$ cat config.mk
export PLATFORM = sky130hd
export DESIGN_NAME = base64_stream_encoder_flat
export DESIGN_NICKNAME = d
export VERILOG_FILES = /design/src/sv/b64_pkg.sv /design/src/sv/b64_if.sv /design/src/sv/b64_front.sv /design/src/sv/b64_queue.sv /design/src/sv/b64_back.sv /design/src/sv/base64_stream_encoder.sv /design/src/flat_wrapper.sv
export SDC_FILE = /design/constraint.sdc
export NUM_CORES = 1
export LEC_CHECK = 0
export ABC_AREA = 0
export BUFFER_PORTS_ARGS = -buffer_cell sky130_fd_sc_hd__buf_2
export CORE_UTILIZATION = 52
export CTS_CLUSTER_DIAMETER = 200
export DETAILED_ROUTE_END_ITERATION = 12
export GPL_ROUTABILITY_DRIVEN = 1
export PLACE_DENSITY = 0.73
export SYNTH_ARGS = -nofsm -noshare
export SYNTH_HDL_FRONTEND = slang
export SYNTH_HIERARCHICAL = 1
export SYNTH_SLANG_ARGS = --single-unit
$ cat constraint.sdc
create_clock -name clock -period 5.2 [get_ports clock]
set_input_delay 0.26 -clock clock [delete_from_list [all_inputs] [get_ports clock]]
set_output_delay 0.26 -clock clock [all_outputs]
set_load 0.005 [all_outputs]
$ cat src/sv/b64_pkg.sv
`default_nettype none
package b64_pkg;

   localparam int BYTE_W  = 8;
   localparam int CHAR_W  = 7;
   localparam int SYM_W   = 6;
   localparam int LEFT_W  = 4;
   localparam int SLOTS   = 4;
   localparam int SLOT_W  = 2;

   localparam int QUEUE_DEPTH_DEF = 2;

   localparam logic [CHAR_W-1:0] PAD_CHAR = 7'd61;

   // position of the next byte within its three-byte group
   localparam logic [1:0] PHASE_FIRST  = 2'd0;
   localparam logic [1:0] PHASE_SECOND = 2'd1;
   localparam logic [1:0] PHASE_THIRD  = 2'd2;

   typedef logic [CHAR_W-1:0] char_type;

   // one decoded byte: up to four characters and the index of the last one
   typedef struct packed {
      char_type [SLOTS-1:0] chars;
      logic [SLOT_W-1:0]    last_slot;
      logic                 eom;
   } job_type;

   // queue status seen by the front and back ends
   typedef struct packed {
      logic full;
      logic empty;
   } queue_stat_type;

   // standard alphabet: A-Z, a-z, 0-9, '+', '/'
   function automatic char_type b64_char(input logic [SYM_W-1:0] v);
      char_type c;
      if (v < 6'd26) begin
         c = 7'd65 + {1'b0, v};
      end else if (v < 6'd52) begin
         c = 7'd71 + {1'b0, v};
      end else if (v < 6'd62) begin
         c = {1'b0, v} - 7'd4;
      end else if (v == 6'd62) begin
         c = 7'd43;
      end else begin
         c = 7'd47;
      end
      return c;
   endfunction

endpackage
`default_nettype wire

$ cat src/sv/b64_if.sv
`default_nettype none
interface b64_req_if import b64_pkg::*; ();
   logic              valid;
   logic              ready;
   logic [BYTE_W-1:0] data_byte;
   logic              end_of_message;

   modport source (output valid, output data_byte, output end_of_message, input ready);
   modport sink   (input valid, input data_byte, input end_of_message, output ready);
endinterface

interface b64_rsp_if import b64_pkg::*; ();
   logic              valid;
   logic              ready;
   logic [CHAR_W-1:0] out_char;
   logic              run_last;
   logic              message_done;

   modport source (output valid, output out_char, output run_last, output message_done,
                   input ready);
   modport sink   (input valid, input out_char, input run_last, input message_done,
                   output ready);
endinterface
`default_nettype wire

$ cat src/sv/b64_front.sv
`default_nettype none
module b64_front import b64_pkg::*; (
   input  wire logic           clock,
   input  wire logic           reset,
   b64_req_if.sink             req_port,
   input  wire queue_stat_type q_stat,
   output logic                push,
   output job_type             push_job
);

   logic [1:0]        phase_ff, phase_in;
   logic [LEFT_W-1:0] left_ff, left_in;
   logic [BYTE_W-1:0] b;
   logic              eom;

   assign b     = req_port.data_byte;
   assign eom   = req_port.end_of_message;
   assign req_port.ready = !q_stat.full;
   assign push  = req_port.valid && !q_stat.full;

   always_comb begin
      push_job.chars     = {SLOTS{PAD_CHAR}};
      push_job.last_slot = 2'd0;
      push_job.eom       = eom;
      phase_in           = PHASE_FIRST;
      left_in            = '0;
      unique case (phase_ff)
         PHASE_SECOND: begin
            push_job.chars[0] = b64_char({left_ff[1:0], b[7:4]});
            if (eom) begin
               push_job.chars[1]  = b64_char({b[3:0], 2'b00});
               push_job.last_slot = 2'd2;
            end else begin
               phase_in = PHASE_THIRD;
               left_in  = b[3:0];
            end
         end
         PHASE_THIRD: begin
            push_job.chars[0]  = b64_char({left_ff, b[7:6]});
            push_job.chars[1]  = b64_char(b[5:0]);
            push_job.last_slot = 2'd1;
         end
         default: begin
            // first byte of a group; the unused code behaves the same
            push_job.chars[0] = b64_char(b[7:2]);
            if (eom) begin
               push_job.chars[1]  = b64_char({b[1:0], 4'b0000});
               push_job.last_slot = 2'd3;
            end else begin
               phase_in = PHASE_SECOND;
               left_in  = {2'b00, b[1:0]};
            end
         end
      endcase
   end

   always_ff @(posedge clock) begin
      if (reset) begin
         phase_ff <= PHASE_FIRST;
         left_ff  <= '0;
      end else if (push) begin
         phase_ff <= phase_in;
         left_ff  <= left_in;
      end
   end

endmodule
`default_nettype wire

$ cat src/sv/b64_queue.sv
`default_nettype none
module b64_queue import b64_pkg::*; #(
   parameter int DEPTH = QUEUE_DEPTH_DEF
) (
   input  wire logic     clock,
   input  wire logic     reset,
   input  wire logic     push,
   input  wire job_type  push_job,
   input  wire logic     pop,
   output job_type       head_job,
   output queue_stat_type q_stat
);

   localparam int PTR_W = (DEPTH > 1) ? $clog2(DEPTH) : 1;
   localparam int CNT_W = $clog2(DEPTH + 1);

   job_type             store [DEPTH];
   logic [PTR_W-1:0]    wr_ff, rd_ff;
   logic [CNT_W-1:0]    cnt_ff;
   logic                do_push, do_pop;

   assign q_stat.full  = (cnt_ff == CNT_W'(DEPTH));
   assign q_stat.empty = (cnt_ff == '0);
   assign do_push      = push && !q_stat.full;
   assign do_pop       = pop && !q_stat.empty;
   assign head_job     = store[rd_ff];

   always_ff @(posedge clock) begin
      if (do_push) begin
         store[wr_ff] <= push_job;
      end
   end

   always_ff @(posedge clock) begin
      if (reset) begin
         wr_ff  <= '0;
         rd_ff  <= '0;
         cnt_ff <= '0;
      end else begin
         if (do_push) begin
            wr_ff <= (wr_ff == PTR_W'(DEPTH - 1)) ? '0 : wr_ff + 1'b1;
         end
         if (do_pop) begin
            rd_ff <= (rd_ff == PTR_W'(DEPTH - 1)) ? '0 : rd_ff + 1'b1;
         end
         if (do_push && !do_pop) begin
            cnt_ff <= cnt_ff + 1'b1;
         end else if (do_pop && !do_push) begin
            cnt_ff <= cnt_ff - 1'b1;
         end
      end
   end

endmodule
`default_nettype wire

$ cat src/sv/b64_back.sv
`default_nettype none
module b64_back import b64_pkg::*; (
   input  wire logic           clock,
   input  wire logic           reset,
   input  wire queue_stat_type q_stat,
   input  wire job_type        head_job,
   output logic                pop,
   b64_rsp_if.source           rsp_port
);

   logic [SLOT_W-1:0] slot_ff;
   logic              valid_ff;
   char_type          char_ff;
   logic              last_ff, done_ff;
   logic              load, take, at_last;

   assign load    = !valid_ff || rsp_port.ready;
   assign take    = load && !q_stat.empty;
   assign at_last = (slot_ff == head_job.last_slot);
   assign pop     = take && at_last;

   assign rsp_port.valid        = valid_ff;
   assign rsp_port.out_char     = char_ff;
   assign rsp_port.run_last     = last_ff;
   assign rsp_port.message_done = done_ff;

   always_ff @(posedge clock) begin
      if (reset) begin
         valid_ff <= 1'b0;
         slot_ff  <= '0;
      end else if (load) begin
         valid_ff <= !q_stat.empty;
         if (take) begin
            slot_ff <= at_last ? '0 : slot_ff + 1'b1;
         end
      end
   end

   always_ff @(posedge clock) begin
      if (take) begin
         char_ff <= head_job.chars[slot_ff];
         last_ff <= at_last;
         done_ff <= at_last && head_job.eom;
      end
   end

endmodule
`default_nettype wire

$ cat src/sv/base64_stream_encoder.sv
// Streaming Base64 encoder, standard alphabet with '=' padding. Send one message
// byte per beat on req_port and flag the final byte with end_of_message; rsp_port
// returns one ASCII character per beat. Each byte yields one, one, then two
// characters across a three-byte group; a final byte flushes its leftover bits
// and pads so that every message encodes to a multiple of four characters.
// run_last marks the last character of each byte, message_done the last
// character of the message. The front end accepts a byte in any cycle the job
// queue has room and turns it into a job of up to four characters; the back end
// drains jobs one character per cycle, while the output is not stalled, into a
// registered output. The output port's one character per cycle sets the rate:
// one, one, then two characters across a group in the middle of a message (four
// characters per three bytes, never more than two for one byte) and three or four
// for a padded final byte. An accepted byte is written to the job queue and from
// there to the registered output character.
// QUEUE_DEPTH (two or more) sets how many decoded bytes may wait between the
// two ends. No clearing pass after reset.
`default_nettype none
module base64_stream_encoder import b64_pkg::*; #(
   parameter int QUEUE_DEPTH = QUEUE_DEPTH_DEF
) (
   input  wire logic clock,
   input  wire logic reset,
   b64_req_if.sink   req_port,
   b64_rsp_if.source rsp_port
);

   queue_stat_type q_stat;
   job_type        push_job;
   job_type        head_job;
   logic           push;
   logic           pop;

   // classify the byte by group phase and build its characters
   b64_front u_front (
      .clock    (clock),
      .reset    (reset),
      .req_port (req_port),
      .q_stat   (q_stat),
      .push     (push),
      .push_job (push_job)
   );

   // hold decoded bytes so either side may stall on its own
   b64_queue #(
      .DEPTH (QUEUE_DEPTH)
   ) u_queue (
      .clock    (clock),
      .reset    (reset),
      .push     (push),
      .push_job (push_job),
      .pop      (pop),
      .head_job (head_job),
      .q_stat   (q_stat)
   );

   // advance one character per beat; drop the job after its last one
   b64_back u_back (
      .clock    (clock),
      .reset    (reset),
      .q_stat   (q_stat),
      .head_job (head_job),
      .pop      (pop),
      .rsp_port (rsp_port)
   );

endmodule
`default_nettype wire

$ cat src/flat_wrapper.sv
// flat-port wrapper written by rule: the top's interface ports become plain ports
module base64_stream_encoder_flat import b64_pkg::*;
#(
   parameter int QUEUE_DEPTH = QUEUE_DEPTH_DEF
)
  (clock, reset, req_port_valid, req_port_data_byte, req_port_end_of_message, req_port_ready, rsp_port_valid, rsp_port_out_char, rsp_port_run_last, rsp_port_message_done, rsp_port_ready);
  b64_req_if req_port_i ();
  b64_rsp_if rsp_port_i ();
  input  wire logic clock;
  input  wire logic reset;
  input wire logic [$bits(req_port_i.valid)-1:0] req_port_valid;
  input wire logic [$bits(req_port_i.data_byte)-1:0] req_port_data_byte;
  input wire logic [$bits(req_port_i.end_of_message)-1:0] req_port_end_of_message;
  output wire logic [$bits(req_port_i.ready)-1:0] req_port_ready;
  output wire logic [$bits(rsp_port_i.valid)-1:0] rsp_port_valid;
  output wire logic [$bits(rsp_port_i.out_char)-1:0] rsp_port_out_char;
  output wire logic [$bits(rsp_port_i.run_last)-1:0] rsp_port_run_last;
  output wire logic [$bits(rsp_port_i.message_done)-1:0] rsp_port_message_done;
  input wire logic [$bits(rsp_port_i.ready)-1:0] rsp_port_ready;
  assign req_port_i.valid = req_port_valid;
  assign req_port_i.data_byte = req_port_data_byte;
  assign req_port_i.end_of_message = req_port_end_of_message;
  assign req_port_ready = req_port_i.ready;
  assign rsp_port_valid = rsp_port_i.valid;
  assign rsp_port_out_char = rsp_port_i.out_char;
  assign rsp_port_run_last = rsp_port_i.run_last;
  assign rsp_port_message_done = rsp_port_i.message_done;
  assign rsp_port_i.ready = rsp_port_ready;
  base64_stream_encoder #(.QUEUE_DEPTH(QUEUE_DEPTH)) u_core (.clock(clock), .reset(reset), .req_port(req_port_i), .rsp_port(rsp_port_i));
endmodule
======== After elaboration in Yosys (flattened, before gate mapping) ========
Memories as Yosys holds them, arrays and structs flattened. A register that Yosys moved wholly into a read port is not among the register bits.
Cells that the tools add are included.
word-level totals
  flip-flop bits (word level) ............. 22
  latch bits .............................. 0
  RAM bits ................................ 34
  ROM bits ................................ 0
  bits of input ports ..................... 13
  output and inout bits ................... 11
  memories kept ........................... 1
operators by class
  add/sub/neg operators ................... 23
  multipliers ............................. 0
  div/mod/pow operators ................... 0
  order comparisons ....................... 19
  equal/unequal tests ..................... 8
  shifts and indexed selects .............. 0
  multiplexer cells ....................... 44
  bitwise logic cells ..................... 0
  reduce and logical (&&, ||, !) cells .... 17
memory list
  name                  words  width  rd ports  clocked after memory_dff  write ports  RTL line         source
  u_core.u_queue.store  2      17     1         1                         1            b64_queue.sv:17  job_type store [DEPTH];
operators with widths
  kind                                                 count
  two-way mux 7 bit                                    21
  adder 7 x 6 -> 7 bit, first input constant           12
  < comparator 6 bit, second input constant            12
  subtractor 6 x 3 -> 7 bit, second input constant     6
  < comparator 6 x 5 -> 1 bit, second input constant   6
  case mux 16 bit (2 select lines)                     1
  equality test 6 bit, second input constant           4
  binary-select mux 7 bit (select 2 bit)               1
  two-way mux 2 bit                                    7
  two-way mux 3 bit                                    4
  logical AND 1 bit                                    8
  case mux 4 bit (2 select lines)                      1
  two-way mux 1 bit                                    7
  zero test 1 bit                                      5
  adder 2 x 1 -> 2 bit, second input constant          2
  equality test 2 bit, second input constant           2
  two-way mux 4 bit                                    1
  case mux 2 bit (2 select lines)                      1
  < comparator 2 x 3 -> 1 bit, second input constant   1
  adder 1 bit, second input constant                   2
  equality test 2 x 1 -> 1 bit, second input constant  1
  equality test 2 bit                                  1
  zero test 2 bit                                      1
  AND reduction 2 bit                                  1
  other kinds (3)                                      3

======== Longest topological paths before layout ========
Gate-level depths: netlist of the first run.
  word-level depth ........................ 8
  depth in mapped cells ................... 11
  gate-level depth less buffers ........... 10

======== By module ========
Netlist of the first run, hierarchy kept.
by module, submodules not included
  module     times used  cells each  area each (sq um)
  b64_front  1           363         2487.4
  b64_queue  1           121         2443.6
  b64_back   1           41          643.1

======== Worst setup path after synthesis of the first run ========
OpenSTA, ideal clock, no wires.
  path type ............................... input to register
  start point ............................. input port req_port_data_byte[1]
  end point ............................... memory u_core/u_queue/store[0][14] in the netlist's numbering, data pin
  setup time .............................. 0.268 ns
  arrival ................................. 2.064 ns
  path slack .............................. 2.869 ns
  stages on the path ...................... 10
  path buffers ............................ 1
  cell sequence ........................... buf_2 -> inv_1 -> ha_1 -> nor2b_1 -> xnor2_1 -> ha_1 -> or3_1 -> a21oi_1 -> mux2i_1 -> o22ai_1
RTL lines
  item         RTL line            source
  from (decl)  flat_wrapper.sv:12  input wire logic [$bits(req_port_i.data_byte)-1:0] req_port_data_byte;
  to (decl)    b64_queue.sv:17

==> results of run 1 <==
-- layer usage --
metal | global-route usage, % | vias up | part of all wire [%]
li1 | - | 1942 | -
met1 | 29.7 | 1958 | 44
met2 | 35.3 | 165 | 48
met3 | 2.35 | 23 | 5.4
met4 | 10.6 | 0 | 2.3
met5 | 0 | - | 0
-- flip-flops by register name, summed over array words and instances (netlist names), named ones only --
register	count
u_core/u_queue/store	62
u_core/u_back/rsp_port.out_char	7
u_core/u_front/left_ff	4
u_core/u_back/slot_ff	2
u_core/u_front/phase_ff	2
u_core/u_queue/cnt_ff	2
u_core/u_back/rsp_port.message_done	1
u_core/u_back/rsp_port.run_last	1
u_core/u_back/rsp_port.valid	1
u_core/u_queue/rd_ff	1
u_core/u_queue/wr_ff	1
-- final cells by class --
| cell class | count | area (um2) | area share (%) |
|---|---|---|---|
| clock inverter | 6 | 53.8 | 0.924 |
| multi-input combinational | 375 | 2810 | 48.2 |
| tap | 136 | 170 | 2.92 |
| sequential | 85 | 2410 | 41.4 |
| timing repair buffer | 26 | 138 | 2.36 |
| inverter | 30 | 113 | 1.93 |
| clock buffer | 10 | 128 | 2.19 |
-- worst min-delay path, delay by kind of cell --
family | cells | cell delay [ns]
buffers and inverters | 1 | 0.08
AO/OA/AOI/OAI | 1 | 0.07
AND/OR/NAND/NOR | 1 | 0.13
-- placed cells by master (no fill, tap or decap), drive strengths merged, types with 6 or more instances in the layout --
cell type,count
a21o,8
a21oi,31
a31oi,9
buf,26
clkbuf,10
clkinv,6
conb,14
dfxtp,14
edfxtp,71
ha,25
inv,29
mux2,35
mux2i,13
mux4,7
nand2,34
nand2b,9
nand3,15
nor2,24
nor2b,12
nor3,8
o21ai,24
xnor2,13
-- report_power, final --
group	switching, uW	leakage (uW)	internal [uW]	total, uW
clock network	208	0.0000972	217	425
registers	78.8	0.000773	970	1050
logic	382	0.00128	303	685
-- metrics by stage --
step                      hold slack, ns  power, uW  instance area [um2]  setup slack (ns)  utilization [%]
final                              0.242       2160                 5820              2.12             56.1
after global routing               0.248       2280                 5820              1.91             56.1
after CTS                          0.224       2180                 5820              2.08             56.1
after detailed placement           0.474       1750                 5640              2.12             54.4
after global placement             0.457       1720                 5640              2.25             54.4
after floorplan                    0.329       1570                 5620              2.87                -
-- cell families (layout without fill, tap and decap cells) --
logic type,count (synthesis),after routing
flip-flops,85,85
AND/OR/NAND/NOR,135,135
multiplexers,55,55
buffers and inverters,77,72
XOR/XNOR,18,18
other,2,14
adder cells (fa/ha/maj),25,25
AO/OA/AOI/OAI,128,128
-- worst max-delay path by stage --
| stage | slack, ns | cells past startpoint | startpoint | end |
|---|---|---|---|---|
| after floorplan | 2.87 | 10 | req_port_data_byte[1] | u_core/u_queue/store[0][14] |
| after global placement | 2.25 | 8 | flip-flop | u_core/u_queue/cnt_ff[1] |
| after detailed placement | 2.12 | 8 | flip-flop | u_core/u_queue/cnt_ff[1] |
| after CTS | 2.08 | 8 | flip-flop | u_core/u_queue/cnt_ff[1] |
| after global routing | 1.91 | 8 | flip-flop | u_core/u_queue/cnt_ff[1] |
| final | 2.12 | 8 | flip-flop | u_core/u_queue/cnt_ff[1] |
==> impl_metrics.py, run 1 <==
metrics = {
    "floorplan": {
        "core_um2": 10400,
        "start_util_pct": 53.8,
        "die_w_um": 106,
        "dieArea_um2": 11100,
        "rows": 37,
        "ios": 24,
        "dieHeight_um": 106,
    },
    "power_and_ir_drop": {
        "max-vdd-ir-drop_uv": 174,
        "p_per_area_nw_per_um2": 371,
        "leakage_uw": 0.00215,
    },
    "clock_tree": {
        "cts_tree": "yes",
        "cts.clk_slew.worst_paths_ns": 0.08,
        "clk_latency_ns": 0.34,
        "cts_resized": 0,
        "clock-root-buffer": "clkbuf_8",
        "cts.sinks": 85,
        "hold_buffers": 0,
        "post-cts-setup-buffer-count": 0,
        "htreeDepth": 3,
        "cts.path.max_buffers": 2,
        "numCtsBuffers": 9,
    },
    "grt": {
        "track_usage_pct": 21.9,
        "antenna_found_initial": 0,
        "grt_pass1_wl_mm": 19.2,
        "grt_max_degree": 32,
        "grt-ovfl-total": 0,
        "grt_pass1_vias": 3889,
    },
    "timing": {
        "finClkSkew_ns": 0.00942,
        "tightest_slew_ns": 0.970,
        "max_freq_mhz": 325,
        "rsz0062_at_grt": "no",
        "slew-limit-headroom_pct": 35.1,
        "finalCritPeriodShare_pct": 59.2,
        "maxSlewViolCount": 0,
        "fin_crit_ns": 3.08,
        "tns_ns": 0,
        "finalHoldViolCount": 0,
        "finalSetupViolations": 0,
    },
    "placed_design": {
        "place_congestion": 0.924,
        "io_buffers": 23,
        "dp_cells": 652,
        "dpl.hpwl_mm": 8.22,
    },
    "cells_and_area": {
        "area_delta_synth_final_pct": 4.42,
        "final_cells": 668,
        "final.fill_count": 912,
        "diodes": 0,
        "final_layout_size_suffix_gt1_share_pct": 17.5,
        "finalNetCount": 565,
    },
    "logic_synthesis": {
        "synth_area_per_cell_um2": 10.6,
        "ys_top_cells_by_area": "edfxtp_1 38%, mux2_2 6.7%, ha_1 5.6%",
        "yosys_warnings": 6,
        "syn-cell-area_um2": 5570,
        "synth_top_family_by_area": "compound AO/OA/AOI/OAI gates",
        "synth_top_cell_area_share_pct": 38.2,
        "synth-simple-area-share_pct": 12.8,
        "synth_compound_area_share_pct": 15.9,
        "synth_xor_area_share_pct": 2.83,
        "synthAdderAreaFrac_pct": 5.61,
        "synth_edf_count": 71,
        "synth_common_cells": "71 x edfxtp_1, 34 x nand2_1, 33 x mux2_2",
        "synth.distinct_cells": 78,
        "seq_area_frac_synth_pct": 43.3,
        "async_flop_share_pct": 0,
        "synth_flop_cell": "edfxtp_1",
        "synth-seq-cells": 85,
        "yosysMostFrequentCell": "edfxtp_1",
        "syn_inst": 525,
        "synth.area.mux_share_pct": 12.2,
        "synth_top_cell_by_area": "edfxtp_1",
    },
    "worst_hold_path": {
        "min_to": "u_core/u_back/rsp_port.valid",
        "min_path_type": "in2reg",
        "min-delay-start": "rsp_port_ready",
        "hold_path_depth": 3,
    },
    "drt": {
        "detail-route-antenna-nets": 0,
        "wire_per_inst_um": 17.4,
        "drtIter0Drc": 257,
        "vias": 4088,
        "vias_per_cell": 6.12,
        "dr.pass1.iters": 7,
        "wl_mm": 11.6,
        "drt_drc_violations_left": 0,
    },
    "setup_path": {
        "critPathTopFamily": "flip-flops",
        "required_ns": 5.47,
        "crit_buf_inv": 1,
        "r2r_slack_ns": 2.12,
        "reg2reg_to": "u_core/u_queue/cnt_ff[1]",
        "reg2reg_depth": 8,
        "cp-start-kind": "flip-flop",
        "crit_chain": "buf_4 > mux2_2 > xor2_1 > nor4_1 > o21ai_0 > ha_1 > or3_1 > a21oi_1",
        "slowest_delay_ns": 0.76,
        "arrival_ns": 3.35,
        "worstSetupEndpointType": "flip-flop",
        "slowest_stage": "dfxtp_1",
        "crit_fanout": 17,
        "crit_type": "reg2reg",
    },
    "run": {
        "maxCapViolCount": 0,
    },
    "status": {
        "outcome": "finished, final reports clean",
    },
}
Note: power is estimated with default switching activity, not from simulation.
==> run 2, diff against run 1 <==
--- a/config.mk
+++ b/config.mk
@@ -11,7 +11,7 @@
 export CTS_CLUSTER_DIAMETER = 200
 export DETAILED_ROUTE_END_ITERATION = 12
 export GPL_ROUTABILITY_DRIVEN = 1
-export PLACE_DENSITY = 0.73
+export PLACE_DENSITY = 0.76
 export SYNTH_ARGS = -nofsm -noshare
 export SYNTH_HDL_FRONTEND = slang
 export SYNTH_HIERARCHICAL = 1
==> constraint.sdc (replaced) <==
create_clock -name clock -period 2.8 [get_ports clock]
set_input_delay 0.14 -clock clock [delete_from_list [all_inputs] [get_ports clock]]
set_output_delay 0.14 -clock clock [all_outputs]
set_load 0.005 [all_outputs]
==> impl_metrics.py, run 2 (same netlist as run 1, synthesis figures left out) <==
metrics = {
    "floorplan": {
        "start_util_pct": 53.8,
        "die_w_um": 106,
        "ios": 24,
        "dieHeight_um": 106,
        "core_um2": 10400,
        "dieArea_um2": 11100,
        "rows": 37,
    },
    "timing": {
        "finalHoldViolCount": 0,
        "finClkSkew_ns": 0.00962,
        "max_freq_mhz": 392,
        "maxSlewViolCount": 0,
        "slew-limit-headroom_pct": 40.3,
        "tightest_slew_ns": 0.892,
        "worst_slack_ns": 0.249,
        "finalCritPeriodShare_pct": 91.1,
        "fin_crit_ns": 2.55,
        "rsz0062_at_grt": "no",
        "finalSetupViolations": 0,
        "tns_ns": 0,
    },
    "cells_and_area": {
        "regMostFlops": "u_core/u_queue/store",
        "final_cells": 681,
        "stdcell_area_um2": 5940,
        "finalNetCount": 578,
        "utilization_pct": 57.3,
        "multi_input_comb_area_um2": 2810,
        "diodes": 0,
        "largest_reg_flops": 62,
        "final_common_cell": "edfxtp_1",
        "seqCellArea_um2": 2410,
        "area_delta_synth_final_pct": 6.55,
        "final.fill_count": 913,
        "final_layout_size_suffix_gt1_share_pct": 19.8,
        "mostFrequentLayoutCells": "71 x edfxtp_1, 34 x nand2_1, 33 x mux2_2",
    },
    "drt": {
        "drtIter0Drc": 378,
        "drt_drc_violations_left": 0,
        "dr.pass1.iters": 8,
        "detail-route-antenna-nets": 0,
        "vias": 4167,
        "wl_mm": 12.4,
        "wire_per_inst_um": 18.2,
        "vias_per_cell": 6.12,
    },
    "setup_path": {
        "crit_fanout": 9,
        "arrival_ns": 2.60,
        "reg2reg_from": "u_core/u_front/left_ff[1]",
        "r2r_slack_ns": 0.25,
        "crit_buf_inv": 1,
        "slowest_delay_ns": 0.53,
        "critPathMostFrequentCell": "a21oi_1",
        "cp-start-kind": "flip-flop",
        "reg2reg_depth": 7,
        "required_ns": 2.85,
        "crit_chain": "inv_1 > ha_1 > a21oi_1 > nand2_1 > mux2_2 > a221oi_1 > a21oi_1",
        "worstSetupEndpointType": "flip-flop",
        "crit_type": "reg2reg",
        "slowest_stage": "dfxtp_1",
        "critPathTopFamily": "compound AO/OA/AOI/OAI gates",
        "reg2reg_to": "u_core/u_queue/store[1][4]",
    },
    "clock_tree": {
        "clk_latency_ns": 0.35,
        "post-cts-setup-buffer-count": 0,
        "cts.path.max_buffers": 2,
        "cts_tree": "yes",
        "clock-root-buffer": "clkbuf_8",
        "hold_buffers": 0,
        "htreeDepth": 3,
        "numCtsBuffers": 9,
        "cts_resized": 0,
        "cts.clk_slew.worst_paths_ns": 0.08,
        "cts.sinks": 85,
    },
    "power_and_ir_drop": {
        "leakage_uw": 0.00222,
        "p_per_area_nw_per_um2": 691,
        "max-vdd-ir-drop_uv": 404,
    },
    "worst_hold_path": {
        "min-delay-start": "rsp_port_ready",
        "min_path_type": "in2reg",
        "min_to": "u_core/u_back/rsp_port.valid",
        "hold_path_depth": 3,
    },
    "grt": {
        "grt-ovfl-total": 0,
        "grt_pass1_wl_mm": 20.0,
        "antenna_found_initial": 0,
        "track_usage_pct": 23.1,
        "grt_pass1_vias": 4022,
        "grt_max_degree": 32,
    },
    "placed_design": {
        "io_buffers": 23,
        "pre_cts_slack_ns": 0.312,
        "dp_cells": 665,
        "dpl.hpwl_mm": 8.85,
        "place_area_um2": 5740,
        "place_congestion": 0.951,
    },
    "status": {
        "outcome": "finished, final reports clean",
    },
    "run": {
        "maxCapViolCount": 0,
    },
}
run 2: cell count changes in the layout (fill, tap and decap cells not counted), sizes merged:
| cell | delta |
|---|---|
| buf | +13 |
| bufinv | -1 |
| clkbuf | +2 |
| clkinv | -3 |
| inv | +2 |
run 2: metal layers:
layer / share of wire (%) / wire length (um) / track usage (%)
met3: 6.5 / 804 / 4.21
met1: 42 / 5190 / 30.0
met2: 48 / 5940 / 37.0
met5: 0 / 0 / 0
met4: 3.7 / 464 / 12.1
run 2: cell type report:
class,instances,area share [%]
clock buffers,12,2.97
clock inverters,4,0.442
inverters,30,1.90
multi-input cells,375,47.3
flip-flops and latches,85,40.6
well taps,136,2.86
repair buffers,39,3.96
run 2: where the power goes:
group	switching (uW)	internal, uW
Combinational	772	586
Clock	412	426
Sequential	105	1800
run 2: tightest hold or removal path, stage by stage:
cell and delay, ns:
buf_2 0.09, nand2b_1 0.12, a21oi_1 0.06
run 2: through the flow:
stage | hold WS [ns] | total power [uW]
3_5_place_dp | 0.468 | 3290
5_1_grt | 0.123 | 4320
2_1_floorplan | 0.209 | 2910
6_report | 0.107 | 4100
3_3_place_gp | 0.457 | 3240
4_1_cts | 0.0995 | 4130
run 2: worst max-delay path by stage:
stage	to	from	depth (start not counted)
5_1_grt	u_core/u_queue/store[1][4]	u_core/u_front/left_ff[1]	7
3_5_place_dp	u_core/u_queue/store[1][14]	req_port_data_byte[0]	10
6_report	u_core/u_queue/store[1][4]	u_core/u_front/left_ff[1]	7
2_1_floorplan	u_core/u_queue/cnt_ff[1]	flip-flop	8
3_3_place_gp	u_core/u_queue/store[0][14]	req_port_data_byte[2]	8
4_1_cts	u_core/u_queue/store[1][4]	u_core/u_front/left_ff[1]	7
==> run 3, diff against run 2 <==
==> constraint.sdc (replaced) <==
create_clock -name clock -period 2.1 [get_ports clock]
set_input_delay 0.105 -clock clock [delete_from_list [all_inputs] [get_ports clock]]
set_output_delay 0.105 -clock clock [all_outputs]
set_load 0.005 [all_outputs]
==> impl_metrics.py, run 3 (same netlist as run 1, synthesis figures left out) <==
metrics = {
    "floorplan": {
        "core_um2": 10400,
        "rows": 37,
        "dieArea_um2": 11100,
        "ios": 24,
        "die_w_um": 106,
        "dieHeight_um": 106,
        "start_util_pct": 53.8,
    },
    "grt": {
        "grt_max_degree": 32,
        "track_usage_pct": 24.9,
        "grt-ovfl-total": 0,
        "grt_pass1_vias": 4276,
        "grt_pass1_wl_mm": 21.5,
        "antenna_found_initial": 0,
    },
    "placed_design": {
        "dp_cells": 717,
        "place_congestion": 0.971,
        "dpl.hpwl_mm": 10.0,
        "io_buffers": 23,
    },
    "setup_path": {
        "reg2reg_depth": 8,
        "worstSetupPathDepth": 8,
        "slowest_stage": "dfxtp_4",
        "cp-start-kind": "flip-flop",
        "crit_chain": "mux2_4 > xor2_2 > nor4_2 > o21ai_1 > ha_2 > xor2_1 > or3_1 > a21oi_1",
        "slowest_delay_ns": 0.37,
        "crit_buf_inv": 0,
        "required_ns": 2.38,
        "crit_type": "reg2reg",
        "critPathTopFamily": "simple AND/OR/NAND/NOR gates",
        "arrival_ns": 2.35,
        "crit_fanout": 4,
        "worstSetupEndpointType": "flip-flop",
    },
    "timing": {
        "fin_crit_ns": 2.08,
        "max_freq_mhz": 482,
        "finalHoldViolCount": 0,
        "tightest_slew_ns": 0.555,
        "maxSlewViolCount": 0,
        "slew-limit-headroom_pct": 63.0,
        "finClkSkew_ns": 0.00796,
        "finalCritPeriodShare_pct": 98.9,
        "rsz0062_at_grt": "yes",
        "finalSetupViolations": 0,
    },
    "power_and_ir_drop": {
        "totalPowerFinal_uw": 5690,
        "leakage_uw": 0.00249,
        "max-vdd-ir-drop_uv": 523,
        "p_per_area_nw_per_um2": 879,
    },
    "clock_tree": {
        "hold_buffers": 0,
        "cts.sinks": 85,
        "cts.path.max_buffers": 2,
        "numCtsBuffers": 9,
        "clk_latency_ns": 0.34,
        "cts.clk_slew.worst_paths_ns": 0.08,
        "clock-root-buffer": "clkbuf_8",
        "htreeDepth": 3,
        "cts_tree": "yes",
    },
    "worst_hold_path": {
        "min-delay-start": "rsp_port_ready",
        "hold_path_depth": 3,
        "min_path_type": "in2reg",
    },
    "drt": {
        "vias_per_cell": 5.92,
        "drt_drc_violations_left": 0,
        "drtIter0Drc": 297,
        "dr.pass1.iters": 5,
        "detail-route-antenna-nets": 0,
        "vias": 4345,
        "wire_per_inst_um": 18.3,
        "wl_mm": 13.4,
    },
    "cells_and_area": {
        "final_cells": 734,
        "finalNetCount": 631,
        "largest_reg_flops": 62,
        "mostFrequentLayoutCells": "71 x edfxtp_1, 67 x buf_4, 33 x nand2_1",
        "final.fill_count": 856,
        "area_delta_synth_final_pct": 16.1,
        "final_common_cell": "edfxtp_1",
        "diodes": 0,
        "final_layout_size_suffix_gt1_share_pct": 30.9,
        "regMostFlops": "u_core/u_queue/store",
    },
    "status": {
        "outcome": "finished, final reports clean",
    },
    "run": {
        "maxCapViolCount": 0,
    },
}
## run 3: cell count changes in the layout (fill, tap and decap cells not counted), moves of 2 or more
| cell | delta |
|---|---|
| ha_4 | +3 |
| nor2b_1 | -2 |
| buf_4 | +51 |
| dfxtp_4 | +3 |
| dfxtp_1 | -3 |
| a21oi_2 | +3 |
| a21oi_1 | -3 |
| buf_12 | +2 |
| ha_2 | +3 |
| inv_1 | -3 |
| clkbuf_1 | +3 |
| ha_1 | -6 |
| mux2_4 | +2 |
## run 3: worst reg2reg max path, cell delays in order, from the launching register on
cell	delay (ns)
dfxtp_4	0.37
mux2_4	0.32
xor2_2	0.16
nor4_2	0.23
o21ai_1	0.13
ha_2	0.21
xor2_1	0.16
or3_1	0.32
a21oi_1	0.13
## run 3: power by group
part	leakage, uW	internal [uW]	switching (uW)
Clock	0.0000905	492	519
Combinational	0.00162	1000	1130
Sequential	0.000775	2400	145
Total	0.00249	3890	1800
## run 3: final cells by class
cell class                      count  area [um2]  area share (%)
Multi-Input combinational cell    375        2930            45.2
Tap cell                          136         170            2.63
Clock inverter                      2        10.0           0.155
Timing Repair Buffer               92         658            10.2
Sequential cell                    85        2420            37.4
Clock buffer                       14         163            2.51
Inverter                           30         124            1.91
## run 3: path summary, 6_finish.rpt
path                                  endpoint  slack (ns)
hold reg to reg     u_core/u_front/phase_ff[0]        0.49
setup reg to reg      u_core/u_queue/cnt_ff[1]        0.02
hold / removal    u_core/u_back/rsp_port.valid         0.1
setup / recovery      u_core/u_queue/cnt_ff[1]        0.02
## run 3: layer usage
metal | global-route usage, % | part of all wire [%] | wire length, um
met2 | 43.0 | 51 | 6780
met5 | 0 | 0 | 0
met4 | 7.84 | 2.1 | 276
met1 | 32.5 | 43 | 5710
met3 | 3.34 | 4.7 | 635
## run 3: timing repair
action	in CTS	in global routing
pin swaps	6	6
setup buffers	2	0
endpoints found under the setup margin	8	16
resized for setup	15	19
cloned	0	0
## run 3: stage by stage
stage	hold slack (ns)	util [%]	TNS, ns	instance area, um2	setup WS [ns]
finish	0.0992	62.4	0	6470	0.0238
CTS	0.0751	61.6	-0.0338	6390	-0.0104
detailed placement	0.454	59.4	-0.466	6160	-0.155
global placement	0.442	59.4	-0.113	6160	-0.0397
floorplan	0.167	-	-0.141	5640	-0.141
global route	0.103	62.4	-0.216	6470	-0.0467
